## src/rtl/brf_pkg.sv

```systemverilog
// ----------------------------------------------------------------------------
// brf_pkg
// shared types and constants for the byte ring fifo with rts throttle
// ----------------------------------------------------------------------------
package brf_pkg;

   localparam int BRF_DEPTH = 64;
   localparam int BYTE_W    = 8;
   localparam int CNT_W     = 6;
   localparam int CSR_W     = 6;

   localparam logic [CNT_W-1:0] LIMIT_RESET = 6'd60;

   typedef enum logic [0:0] {
      OP_PUSH = 1'b0,
      OP_POP  = 1'b1
   } opcode_type;

   typedef enum logic [0:0] {
      REG_THROTTLE_LIMIT      = 1'b0,
      REG_FLOW_CONTROL_ENABLE = 1'b1
   } csr_index_type;

endpackage

```

## src/rtl/brf_ram.sv

```systemverilog
// ----------------------------------------------------------------------------
// brf_ram
// generic single write port, single read port ram with registered read data
// ----------------------------------------------------------------------------
module brf_ram #(
   parameter int WIDTH      = 8,
   parameter int DEPTH      = 64,
   parameter int ADDR_WIDTH = $clog2(DEPTH)
) (
   input  logic                  clock,
   input  logic                  write_enable,
   input  logic [ADDR_WIDTH-1:0] write_addr,
   input  logic [WIDTH-1:0]      write_data,
   input  logic                  read_enable,
   input  logic [ADDR_WIDTH-1:0] read_addr,
   output logic [WIDTH-1:0]      read_data
);

   logic [WIDTH-1:0] mem_ff [DEPTH];
   logic [WIDTH-1:0] read_data_ff;

   always_ff @(posedge clock) begin
      if (write_enable) begin
         mem_ff[write_addr] <= write_data;
      end
      if (read_enable) begin
         read_data_ff <= mem_ff[read_addr];
      end
   end

   assign read_data = read_data_ff;

endmodule

```

## src/rtl/byte_ring_fifo_with_rts_throttle.sv

```systemverilog
// ----------------------------------------------------------------------------
// byte_ring_fifo_with_rts_throttle
// byte ring fifo with message admission check and rts hold flag
//
// a push gives its single result in the cycle after it is accepted
// a pop gives its first result in the cycle after acceptance, then one byte per
// cycle while rsp_stall is low, each byte coming from one ram read
// the next item is accepted in the cycle the previous item's last result leaves
// reset (synchronous) clears indexes, message state and hold flag, sets the
// throttle limit to 60 and enables flow control; ram contents are not cleared
// ----------------------------------------------------------------------------
module byte_ring_fifo_with_rts_throttle
   import brf_pkg::*;
#(
   parameter int DEPTH = BRF_DEPTH
) (
   input  logic              clock,
   input  logic              reset,
   // item input
   input  logic              req_valid,
   output logic              req_stall,
   input  logic              req_opcode,
   input  logic [BYTE_W-1:0] req_data_byte,
   input  logic              req_first_of_message,
   input  logic [CNT_W-1:0]  req_message_length,
   input  logic [CNT_W-1:0]  req_pop_count,
   // result output
   output logic              rsp_valid,
   input  logic              rsp_stall,
   output logic [BYTE_W-1:0] rsp_out_byte,
   output logic              rsp_out_valid,
   output logic              rsp_last_of_run,
   output logic              rsp_push_accepted,
   output logic [CNT_W-1:0]  rsp_used_count,
   output logic              rsp_rts_hold,
   // configuration
   input  logic              csr_write_enable,
   input  logic              csr_index,
   input  logic [CSR_W-1:0]  csr_write_data
);

   localparam int IW = $clog2(DEPTH);
   localparam int CW = (IW > CNT_W) ? IW : CNT_W;
   localparam logic [IW:0]   DEPTH_X  = (IW+1)'(DEPTH);
   localparam logic [IW-1:0] IDX_LAST = IW'(DEPTH - 1);
   localparam logic [CW-1:0] ROOM_MAX = CW'(DEPTH - 1);

   function automatic logic [IW-1:0] bump(input logic [IW-1:0] idx);
      logic [IW-1:0] r;
      if (idx == IDX_LAST) r = '0;
      else r = idx + 1'b1;
      return r;
   endfunction

   function automatic logic [CW-1:0] fill(input logic [IW-1:0] w, input logic [IW-1:0] r);
      logic [IW:0] d;
      if (w >= r) d = {1'b0, w} - {1'b0, r};
      else d = {1'b0, w} + DEPTH_X - {1'b0, r};
      return CW'(d[IW-1:0]);
   endfunction

   // control state
   logic [IW-1:0]    wr_idx_ff, wr_idx_in;
   logic [IW-1:0]    rd_idx_ff, rd_idx_in;
   logic             hold_ff, hold_in;
   logic             drop_ff, drop_in;
   logic [CNT_W-1:0] left_ff, left_in;
   logic [CNT_W-1:0] limit_ff, limit_in;
   logic             fc_en_ff, fc_en_in;
   logic [CNT_W-1:0] remain_ff, remain_in;
   logic             rsp_valid_ff, rsp_valid_in;

   // result payload
   logic             bvalid_ff, bvalid_in;
   logic             last_ff, last_in;
   logic             acc_ff, acc_in;
   logic [CNT_W-1:0] used_ff, used_in;
   logic             rts_ff, rts_in;

   // ram side
   logic              ram_we;
   logic              ram_re;
   logic [BYTE_W-1:0] ram_q;

   logic             slot_free;
   logic             req_accept;
   logic             cont_read;
   logic [CW-1:0]    avail;
   logic [CW-1:0]    limit_x;
   logic [CW-1:0]    room;
   logic [CW-1:0]    take;
   logic [CNT_W-1:0] take_n;
   logic [IW-1:0]    rd_next;
   logic [CW-1:0]    used_rd;
   logic             hold_rd;
   logic             hold_empty;
   logic             new_msg;
   logic [CNT_W-1:0] msg_len;
   logic             store;
   logic [IW-1:0]    wr_next;
   logic [CW-1:0]    used_push;
   logic             hold_push;

   assign slot_free  = !rsp_valid_ff || !rsp_stall;
   assign req_stall  = (remain_ff != '0) || !slot_free;
   assign req_accept = req_valid && !req_stall;
   assign cont_read  = (remain_ff != '0) && slot_free;

   assign avail   = fill(wr_idx_ff, rd_idx_ff);
   assign limit_x = CW'(limit_ff);
   assign room    = ROOM_MAX - avail;
   assign take    = (CW'(req_pop_count) < avail) ? CW'(req_pop_count) : avail;
   assign take_n  = take[CNT_W-1:0];

   // pop side
   assign rd_next    = bump(rd_idx_ff);
   assign used_rd    = fill(wr_idx_ff, rd_next);
   assign hold_rd    = ((used_rd < limit_x) || !fc_en_ff) ? 1'b0 : hold_ff;
   assign hold_empty = ((avail < limit_x) || !fc_en_ff) ? 1'b0 : hold_ff;

   // push side
   assign new_msg = req_first_of_message || (left_ff == '0);
   always_comb begin
      msg_len = req_first_of_message ? req_message_length : CNT_W'(1);
      if (msg_len == '0) msg_len = CNT_W'(1);
   end
   assign store     = new_msg ? (room >= CW'(msg_len)) : (!drop_ff && (room != '0));
   assign wr_next   = store ? bump(wr_idx_ff) : wr_idx_ff;
   assign used_push = fill(wr_next, rd_idx_ff);
   assign hold_push = !fc_en_ff ? 1'b0 : ((used_push >= limit_x) ? 1'b1 : hold_ff);

   always_comb begin
      wr_idx_in    = wr_idx_ff;
      rd_idx_in    = rd_idx_ff;
      hold_in      = hold_ff;
      drop_in      = drop_ff;
      left_in      = left_ff;
      limit_in     = limit_ff;
      fc_en_in     = fc_en_ff;
      remain_in    = remain_ff;
      rsp_valid_in = rsp_valid_ff && rsp_stall;
      bvalid_in    = bvalid_ff;
      last_in      = last_ff;
      acc_in       = acc_ff;
      used_in      = used_ff;
      rts_in       = rts_ff;
      ram_we       = 1'b0;
      ram_re       = 1'b0;

      if (cont_read) begin
         // next byte of a running pop
         ram_re       = 1'b1;
         rd_idx_in    = rd_next;
         remain_in    = remain_ff - 1'b1;
         rsp_valid_in = 1'b1;
         bvalid_in    = 1'b1;
         last_in      = (remain_ff == CNT_W'(1));
         acc_in       = 1'b0;
         used_in      = used_rd[CNT_W-1:0];
         rts_in       = (remain_ff == CNT_W'(1)) ? hold_rd : hold_ff;
         if (remain_ff == CNT_W'(1)) hold_in = hold_rd;
      end else if (req_accept) begin
         rsp_valid_in = 1'b1;
         if (opcode_type'(req_opcode) == OP_PUSH) begin
            ram_we    = store;
            wr_idx_in = wr_next;
            if (new_msg) begin
               drop_in = !(room >= CW'(msg_len));
               left_in = msg_len - 1'b1;
            end else begin
               left_in = left_ff - 1'b1;
            end
            hold_in   = hold_push;
            bvalid_in = 1'b0;
            last_in   = 1'b1;
            acc_in    = store;
            used_in   = used_push[CNT_W-1:0];
            rts_in    = hold_push;
         end else if (take_n == '0) begin
            // empty fifo or zero count
            hold_in   = hold_empty;
            bvalid_in = 1'b0;
            last_in   = 1'b1;
            acc_in    = 1'b0;
            used_in   = avail[CNT_W-1:0];
            rts_in    = hold_empty;
         end else begin
            ram_re    = 1'b1;
            rd_idx_in = rd_next;
            remain_in = take_n - 1'b1;
            bvalid_in = 1'b1;
            last_in   = (take_n == CNT_W'(1));
            acc_in    = 1'b0;
            used_in   = used_rd[CNT_W-1:0];
            rts_in    = (take_n == CNT_W'(1)) ? hold_rd : hold_ff;
            if (take_n == CNT_W'(1)) hold_in = hold_rd;
         end
      end

      if (csr_write_enable) begin
         unique case (csr_index_type'(csr_index))
            REG_THROTTLE_LIMIT: begin
               limit_in = csr_write_data[CNT_W-1:0];
            end
            REG_FLOW_CONTROL_ENABLE: begin
               fc_en_in = csr_write_data[0];
               if (!csr_write_data[0]) hold_in = 1'b0;
            end
         endcase
      end
   end

   always_ff @(posedge clock) begin
      if (reset) begin
         wr_idx_ff    <= '0;
         rd_idx_ff    <= '0;
         hold_ff      <= 1'b0;
         drop_ff      <= 1'b0;
         left_ff      <= '0;
         limit_ff     <= LIMIT_RESET;
         fc_en_ff     <= 1'b1;
         remain_ff    <= '0;
         rsp_valid_ff <= 1'b0;
      end else begin
         wr_idx_ff    <= wr_idx_in;
         rd_idx_ff    <= rd_idx_in;
         hold_ff      <= hold_in;
         drop_ff      <= drop_in;
         left_ff      <= left_in;
         limit_ff     <= limit_in;
         fc_en_ff     <= fc_en_in;
         remain_ff    <= remain_in;
         rsp_valid_ff <= rsp_valid_in;
      end
   end

   always_ff @(posedge clock) begin
      bvalid_ff <= bvalid_in;
      last_ff   <= last_in;
      acc_ff    <= acc_in;
      used_ff   <= used_in;
      rts_ff    <= rts_in;
   end

   brf_ram #(
      .WIDTH (BYTE_W),
      .DEPTH (DEPTH)
   ) u_store (
      .clock        (clock),
      .write_enable (ram_we),
      .write_addr   (wr_idx_ff),
      .write_data   (req_data_byte),
      .read_enable  (ram_re),
      .read_addr    (rd_idx_ff),
      .read_data    (ram_q)
   );

   assign rsp_valid         = rsp_valid_ff;
   assign rsp_out_byte      = bvalid_ff ? ram_q : '0;
   assign rsp_out_valid     = bvalid_ff;
   assign rsp_last_of_run   = last_ff;
   assign rsp_push_accepted = acc_ff;
   assign rsp_used_count    = used_ff;
   assign rsp_rts_hold      = rts_ff;

   // a running pop always has a result on the output
   a_run_has_result: assert property (@(posedge clock) disable iff (reset)
      (remain_ff != '0) |-> rsp_valid_ff)
      else $error("pop run without a pending result");

   // hold flag stays released while flow control is off
   a_hold_off: assert property (@(posedge clock) disable iff (reset)
      !fc_en_ff |-> !hold_ff)
      else $error("hold flag set with flow control disabled");

   // ram read data holds while a popped byte is stalled
   a_byte_holds: assert property (@(posedge clock) disable iff (reset)
      (rsp_valid_ff && bvalid_ff && rsp_stall) |=> $stable(ram_q))
      else $error("popped byte changed while stalled");

   // no new read is issued while the output slot is occupied and stalled
   a_no_read_stalled: assert property (@(posedge clock) disable iff (reset)
      (rsp_valid_ff && rsp_stall) |-> !ram_re)
      else $error("ram read issued into a stalled output");

endmodule
```

## config.mk

```make
export PLATFORM = sky130hd
export DESIGN_NAME = byte_ring_fifo_with_rts_throttle
export DESIGN_NICKNAME = d
export VERILOG_FILES = /design/src/rtl/brf_pkg.sv /design/src/rtl/brf_ram.sv /design/src/rtl/byte_ring_fifo_with_rts_throttle.sv
export SDC_FILE = /design/constraint.sdc
export NUM_CORES = 1
export LEC_CHECK = 0
export ABC_AREA = 1
export ABC_CLOCK_PERIOD_IN_PS = 5060
export BUFFER_PORTS_ARGS = -buffer_cell sky130_fd_sc_hd__buf_4
export CELL_PAD_IN_SITES_DETAIL_PLACEMENT = 0
export CELL_PAD_IN_SITES_GLOBAL_PLACEMENT = 1
export CORE_UTILIZATION = 42
export CTS_BUF_LIST = sky130_fd_sc_hd__clkbuf_4 sky130_fd_sc_hd__clkbuf_8
export DETAILED_ROUTE_END_ITERATION = 6
export PLACE_DENSITY_LB_ADDON = 0.1
export SYNTH_ARGS = -nofsm -noshare
export SYNTH_HDL_FRONTEND = slang
export SYNTH_SLANG_ARGS = --single-unit
```

## constraint.sdc

```tcl
create_clock -name clock -period 5.06 [get_ports clock]
set_clock_uncertainty 0.2 [all_clocks]
set_input_delay 0.253 -clock clock [delete_from_list [all_inputs] [get_ports clock]]
set_output_delay 0.253 -clock clock [all_outputs]
set_load 0.03 [all_outputs]
```

After elaboration in Yosys (flattened, before gate mapping)
Memories as Yosys holds them, arrays and structs flattened. A register that Yosys moved wholly into a read port is not among the register bits.
Index checks and enable logic that the tools add are counted.
- input port bits: 34
- bits in writable memories: 512
- logic and storage cells: 128
- memories: 1
- output and inout bits: 20
- bits in registers: 44
- memories (memory ; words ; bits a word ; read ports ; clocked after Yosys merged registers in ; write ports ; RTL line ; text):
    u_store.mem_ff ; 64 ; 8 ; 1 ; 1 ; 1 ; brf_ram.sv:19 ; logic [WIDTH-1:0] mem_ff [DEPTH];
- bitwise gates (word level): 3
- magnitude comparators: 8
- add/subtract/negate cells: 15
- equal/unequal tests: 5
- mux-type cells: 54
- reductions and logical operators: 28
- operators by type and width (kind ; count):
    $mux 6 ; 22
    $sub 6x6->6 ; 6
    $mux 1 ; 31
    $ge 6x6->1 ; 5
    $add 6x1->6 const B ; 4
    $sub 6x1->6 const B ; 4
    $logic_not 6->1 ; 3
    $lt 6x6->1 ; 3
    $eq 6x1->1 const B ; 2
    $eq 6x6->1 const B ; 2
    $reduce_bool 6->1 ; 2
    $mux 8 ; 1
    $logic_not 1->1 ; 7
    $reduce_and 3->1 ; 2
    $sub 6x6->6 const A ; 1
    $logic_or 1x1->1 ; 5
    $logic_and 1x1->1 ; 4
    $reduce_and 2->1 ; 2
    $reduce_and 4->1 ; 1
    $reduce_bool 2->1 ; 2
    $not 1->1 ; 3
    $ne 2x2->1 const B ; 1

Longest topological paths before layout
- depth in word-level cells: 20
- mapped depth: 39
- depth with buffers taken out: 36

Cells and area by module
Synthesis repeated with hierarchy kept, for this count alone.
- cells, all modules: 2416
- area, all modules: 25533.2 um2
- by module, submodules not included (module ; sequential area each (um2) ; area each (um2) ; cells each ; instances):
    brf_ram ; 15615.0 ; 21419.3 ; 1805 ; 1
    byte_ring_fifo_with_rts_throttle ; 960.9 ; 4113.9 ; 611 ; 1

Worst setup path after synthesis
No wires, ideal clock.
- kind: register to register
- start: reg rd_idx_ff[3]
- end: reg rts_ff, in the netlist rsp_rts_hold (data pin)
- path buffers: 3
- setup time: 258 ps
- cell stages (with the launch flop): 37
- required time: 4602 ps
- data arrival time: 5002 ps
- clock period less this slack: 5460 ps
- setup slack: -400 ps
- cell sequence: dfxtp_1 > clkbuf_1 > inv_1 > clkbuf_1 > ha_1 > nand2_1 > nor2_1 > nand2_1 > nand3_1 > nand2_1 > nand2_1 > inv_2 > ha_1 > nand4_1 > o221ai_1 > nand2_1 > nand2_2 > buf_6 > o21ai_1 > o21ai_1 > inv_1 > ha_1 > a21oi_1 > o21ai_0 > a21o_1 > a21oi_1 > xor2_1 > nand2_1 > and2_1 > ha_1 > a21oi_1 > o21a_1 > nand4_1 > nand3_1 > inv_1 > a31oi_1 > nand2_1
- cells in the longest elaborated chain, start to end: 16
- elaborated cells between the ends (all ways): 41
- those cells by class: 9 x add/sub; 8 x order compare; 2 x eq/ne; 17 x mux; 5 x reduce/logical
- RTL lines (item ; RTL line ; text):
    start: declaration ; byte_ring_fifo_with_rts_throttle.sv:64 ; logic [IW-1:0] rd_idx_ff, rd_idx_in;
    start signal: assignment ; byte_ring_fifo_with_rts_throttle.sv:226 ; rd_idx_ff <= rd_idx_in;
    $sub 6x6->6, or another cell as far along ; byte_ring_fifo_with_rts_throttle.sv:58 ; else d = {1'b0, w} + DEPTH_X - {1'b0, r};
    $mux 6 (*) ; byte_ring_fifo_with_rts_throttle.sv:57 ; if (w >= r) d = {1'b0, w} - {1'b0, r};
    $sub 6x6->6 (*) ; byte_ring_fifo_with_rts_throttle.sv:111 ; assign room = ROOM_MAX - avail;
    parallel branches: the longest is 2 deep, another holds $ge 6x6->1 ; - ;
    $mux 1 (*) ; byte_ring_fifo_with_rts_throttle.sv:127 ; assign store = new_msg ? (room >= CW'(msg_len)) : (!drop_ff && (room != '0));
    $mux 6 (*) ; byte_ring_fifo_with_rts_throttle.sv:128 ; assign wr_next = store ? bump(wr_idx_ff) : wr_idx_ff;
    net wr_next[2] ; byte_ring_fifo_with_rts_throttle.sv:100 ; logic [IW-1:0] wr_next;
    $add 6x1->6 ; byte_ring_fifo_with_rts_throttle.sv:58 ;
    $sub 6x6->6 ; byte_ring_fifo_with_rts_throttle.sv:58 ;
    $mux 6 (*) ; byte_ring_fifo_with_rts_throttle.sv:57 ;
    $ge 6x6->1 (*) ; byte_ring_fifo_with_rts_throttle.sv:130 ; assign hold_push = !fc_en_ff ? 1'b0 : ((used_push >= limit_x) ? 1'b1 : hold_ff);
    $mux 1 (*) (2 in a row) ; byte_ring_fifo_with_rts_throttle.sv:130 ;
    $mux 1 (*) ; byte_ring_fifo_with_rts_throttle.sv:164 ; if (opcode_type'(req_opcode) == OP_PUSH) begin
    $mux 1 (*) ; byte_ring_fifo_with_rts_throttle.sv:162 ; end else if (req_accept) begin
    $mux 1 (*) ; byte_ring_fifo_with_rts_throttle.sv:150 ; if (cont_read) begin
    net rts_in ; byte_ring_fifo_with_rts_throttle.sv:78 ; logic rts_ff, rts_in;
    end signal: assignment ; byte_ring_fifo_with_rts_throttle.sv:242 ; rts_ff <= rts_in;
    end: declaration ; byte_ring_fifo_with_rts_throttle.sv:78 ;
Mark *: on every way through the listed nets, which the timed path passes. The select of a mux whose other input is x is not followed.
A chain may end at the register's enable or synchronous reset.

Final worst setup path
- start: reg rd_idx_ff[4]
- end: reg wr_idx_ff[2]
- cells in the longest elaborated chain, start to end: 7
- elaborated cells between the ends (all ways): 10
- those cells by class: 3 x add/sub; 2 x order compare; 3 x mux; 2 x reduce/logical
- RTL lines (item ; RTL line ; text):
    $sub 6x6->6, or another cell as far along ; byte_ring_fifo_with_rts_throttle.sv:58 ;
    $mux 6 (*) ; byte_ring_fifo_with_rts_throttle.sv:57 ;
    $sub 6x6->6 (*) ; byte_ring_fifo_with_rts_throttle.sv:111 ;
    parallel branches: the longest is 2 deep, another holds $ge 6x6->1 ; - ;
    $mux 1 (*) ; byte_ring_fifo_with_rts_throttle.sv:127 ;
    $mux 6 (*) ; byte_ring_fifo_with_rts_throttle.sv:128 ;
    end signal: assignment ; byte_ring_fifo_with_rts_throttle.sv:225 ; wr_idx_ff <= wr_idx_in;
    end: declaration ; byte_ring_fifo_with_rts_throttle.sv:63 ; logic [IW-1:0] wr_idx_ff, wr_idx_in;
Mark *: on every way between the ends.

==> impl_metrics.tcl <==
set metrics [dict create \
    outcome "complete, no violations" \
    dr_total_vias 17300 \
    min_path_cells 6 \
    placed_area_mm2 0.0260 \
    clk_path_buf_depth 3 \
    tightest_slew_ns 1.04 \
    slowest_delay_ns 0.35 \
    path_common_cell "buf_4" \
    fin_nets 2356 \
    crit_cells 37 \
    h-tree-depth 3 \
    die_area_mm2 0.0596 \
    synth_edf_count 528 \
    syn-num-nets 2193 \
    ios 54 \
    numCtsBuffers 94 \
    power.leakage_nw 10.0 \
    ys.warnings.count 0 \
    crit_fanout 4 \
    hold_path.class "in -> reg" \
    numPortBuffers 53 \
    synth.cell_area_mm2 0.0246 \
    antenna_left 0 \
    finalSetupViolations 0 \
    floorplan.core_area_mm2 0.0578 \
    grt_overflow_total 0 \
    finalHoldViolCount 0 \
    syn_area_per_cell_um2 11.7 \
    grt_pass1_vias 16700 \
    drv_slew 0 \
    final-seq-area_mm2 0.0166 \
    dr.pass1.iters 5 \
    stdcell_count 3101 \
    yosysMostFrequentCell "edfxtp_1" \
    synth_top_area_cell "edfxtp_1" \
    crit_family "buffers and inverters" \
    relSlewSlack_pct 30.5 \
    place_congestion 0.830 \
    rsz0062_at_grt "yes" \
    crit_required_ns 5.48 \
    area_growth_pct 16.3 \
    rows 88 \
    netlist_instances 2106 \
    period_minus_slack_ns 4.96 \
    yosys-top-cells-count "edfxtp_1 (528), nor2_1 (369), o21ai_0 (301), nand2_1 (157), clkbuf_1 (95)" \
    reg2reg_depth 37 \
    fmax_mhz 201 \
    dpl.cell_count 2857 \
    cp-start-kind "flip-flop" \
    seq_area_frac_synth_pct 67.3 \
    post-route-period-util_pct 98.1 \
    drc 0 \
    synth-async-reset-ratio_pct 0 \
    vias_per_cell 5.57 \
    antenna_found_initial 1 \
    cp_num_buf_inv 23 \
    clockRootBuffer "clkbuf_8" \
    critPathSlowestCell "dfxtp_2" \
    clk_pin_slew_ns 0.06 \
    grt_usage_pct 23.5 \
    start_util_pct 42.6 \
    design_area_mm2 0.0287 \
    end_kind "flip-flop" \
    synth_top_area_share_pct 64.4 \
    ys_seq_elements 564 \
    maxCapViolCount 0 \
    cp.arrival_ns 5.38 \
    drt-wirelength-per-cell_um 22.6 \
    crit_type "reg -> reg" \
    clock-sinks 564 \
    dp_hpwl_um 39000 \
    n_fill_cell 5218 \
    fp.dieW_um 244 \
    multi_input_area_mm2 0.00735 \
    grt_pass1_wl_um 105000 \
    synth.top_cells.by_area "edfxtp_1 (64%), o21ai_0 (6.1%), nor2_1 (5.6%)" \
    synthDistinctLibCells 47 \
    die_y_um 244 \
    worstSkewPairLatency_ns 0.69 \
    irDropWorstVdd_mv 0.650 \
    drtIter0Drc 1485 \
    routed_wl_um 70000 \
    ys.flop_type "edfxtp_1" \
    p_per_area_mw_per_mm2 666 \
    drive_gt1_share_pct 16.7 \
    grt_max_degree 179 \
    cts_tree "yes" \
]
==> area by class of cell <==
class                           count  area share [%]
Antenna cell                        1         0.00873
Sequential cell                   564            57.9
Inverter                          102            1.38
Timing Repair Buffer              194            5.66
Tap cell                          765            3.34
Clock buffer                      129            5.47
Multi-Input combinational cell   1313            25.6
Clock inverter                     33           0.629
==> kinds of logic (layout without fill, tap and decap cells) <==
kind of cell | Yosys count | in the layout | share of synthesized area [%]
simple gates | 655 | 655 | 11.3
compound gates | 571 | 571 | 13.5
flops | 564 | 564 | 67.3
buf+inv | 229 | 458 | 3.75
fa+ha+maj | 53 | 53 | 2.78
xor+xnor | 18 | 18 | 0.670
mux | 16 | 16 | 0.650
other cells | 0 | 1 | 0
==> tightest hold or removal path, delay by kind of cell <==
kind                   cells  cell delay [ns]
and+or+nand+nor            4             0.36
AOI/OAI and AO/OA          1             0.12
buffers and inverters      1             0.09
==> path summary, 6_finish.rpt <==
path	slack, ns	end	startpoint
worst max-delay path	0.1	wr_idx_ff[2]	rd_idx_ff[4]
worst min-delay path	0.07	rsp_used_count[0]	req_pop_count[5]
worst max register to register	0.1	wr_idx_ff[2]	rd_idx_ff[4]
worst min register to register	0.29	drop_ff	drop_ff
==> timing repair <==
item                                    CTS  global route
resized for setup                         4            42
pin swaps                                 7            30
hold buffers                             40             0
endpoints found under the hold margin   546             0
buffers inserted                         28            13
endpoints found under the setup margin    2             4
==> metal layers <==
metal  routed length (um)  up-vias  GRT usage [%]  share of wire, %
met5                    0        -              0                 0
met4                 1730        0           6.93               2.5
met3                 3970      125           4.26               5.7
met2                33000      521           37.7                47
met1                31400     8573           32.4                45
li1                     -     8054              -                 -
==> through the flow <==
stage | TNS, ns | worst slack (ns) | utilization, % | power, mW | hold WS [ns]
6_report | 0 | 0.0952 | 49.6 | 19.1 | 0.0654
2_1_floorplan | 0 | 0.0199 | - | 10.9 | 0.122
5_1_grt | -0.373 | -0.133 | 49.6 | 20.3 | 0.0842
4_1_cts | 0 | 0.0270 | 49.2 | 18.5 | 0.0161
3_5_place_dp | -0.0729 | -0.0371 | 45.0 | 13.7 | 0.275
3_3_place_gp | 0 | 0.0533 | 45.0 | 13.6 | 0.268
==> where the power goes <==
group	switching, mW	total [mW]	internal (mW)	leakage, nW
Sequential	0.103	5.43	5.33	5.06
Clock	1.81	3.86	2.05	0.932
Combinational	5.87	9.81	3.94	4.01
==> cells in the final DEF, fill, tap and decap left out, types with 16 or more instances in the layout <==
master and instances:
dlygate4sd3_1 40, nand4_1 17, nand2_2 22, o22ai_1 94
clkinv_1 21, a21oi_1 42, dfxtp_1 31, o21ai_0 299
nor2_1 368, inv_1 86, clkbuf_4 33, edfxtp_1 528
nand2_1 147, clkbuf_8 96, mux2i_1 16, o211ai_1 46
nand3_1 66, ha_1 41, o221ai_1 50, buf_4 146
==> sequential cells by signal, summed over array words and instances, names as in the netlist, 6 cells and up <==
signal	count
u_store.read_data	8
wr_idx_ff	6
u_store.mem_ff	512
rsp_used_count	6
left_ff	6
limit_ff	6
remain_ff	6
rd_idx_ff	6
Power figures use the tool's default switching activity.
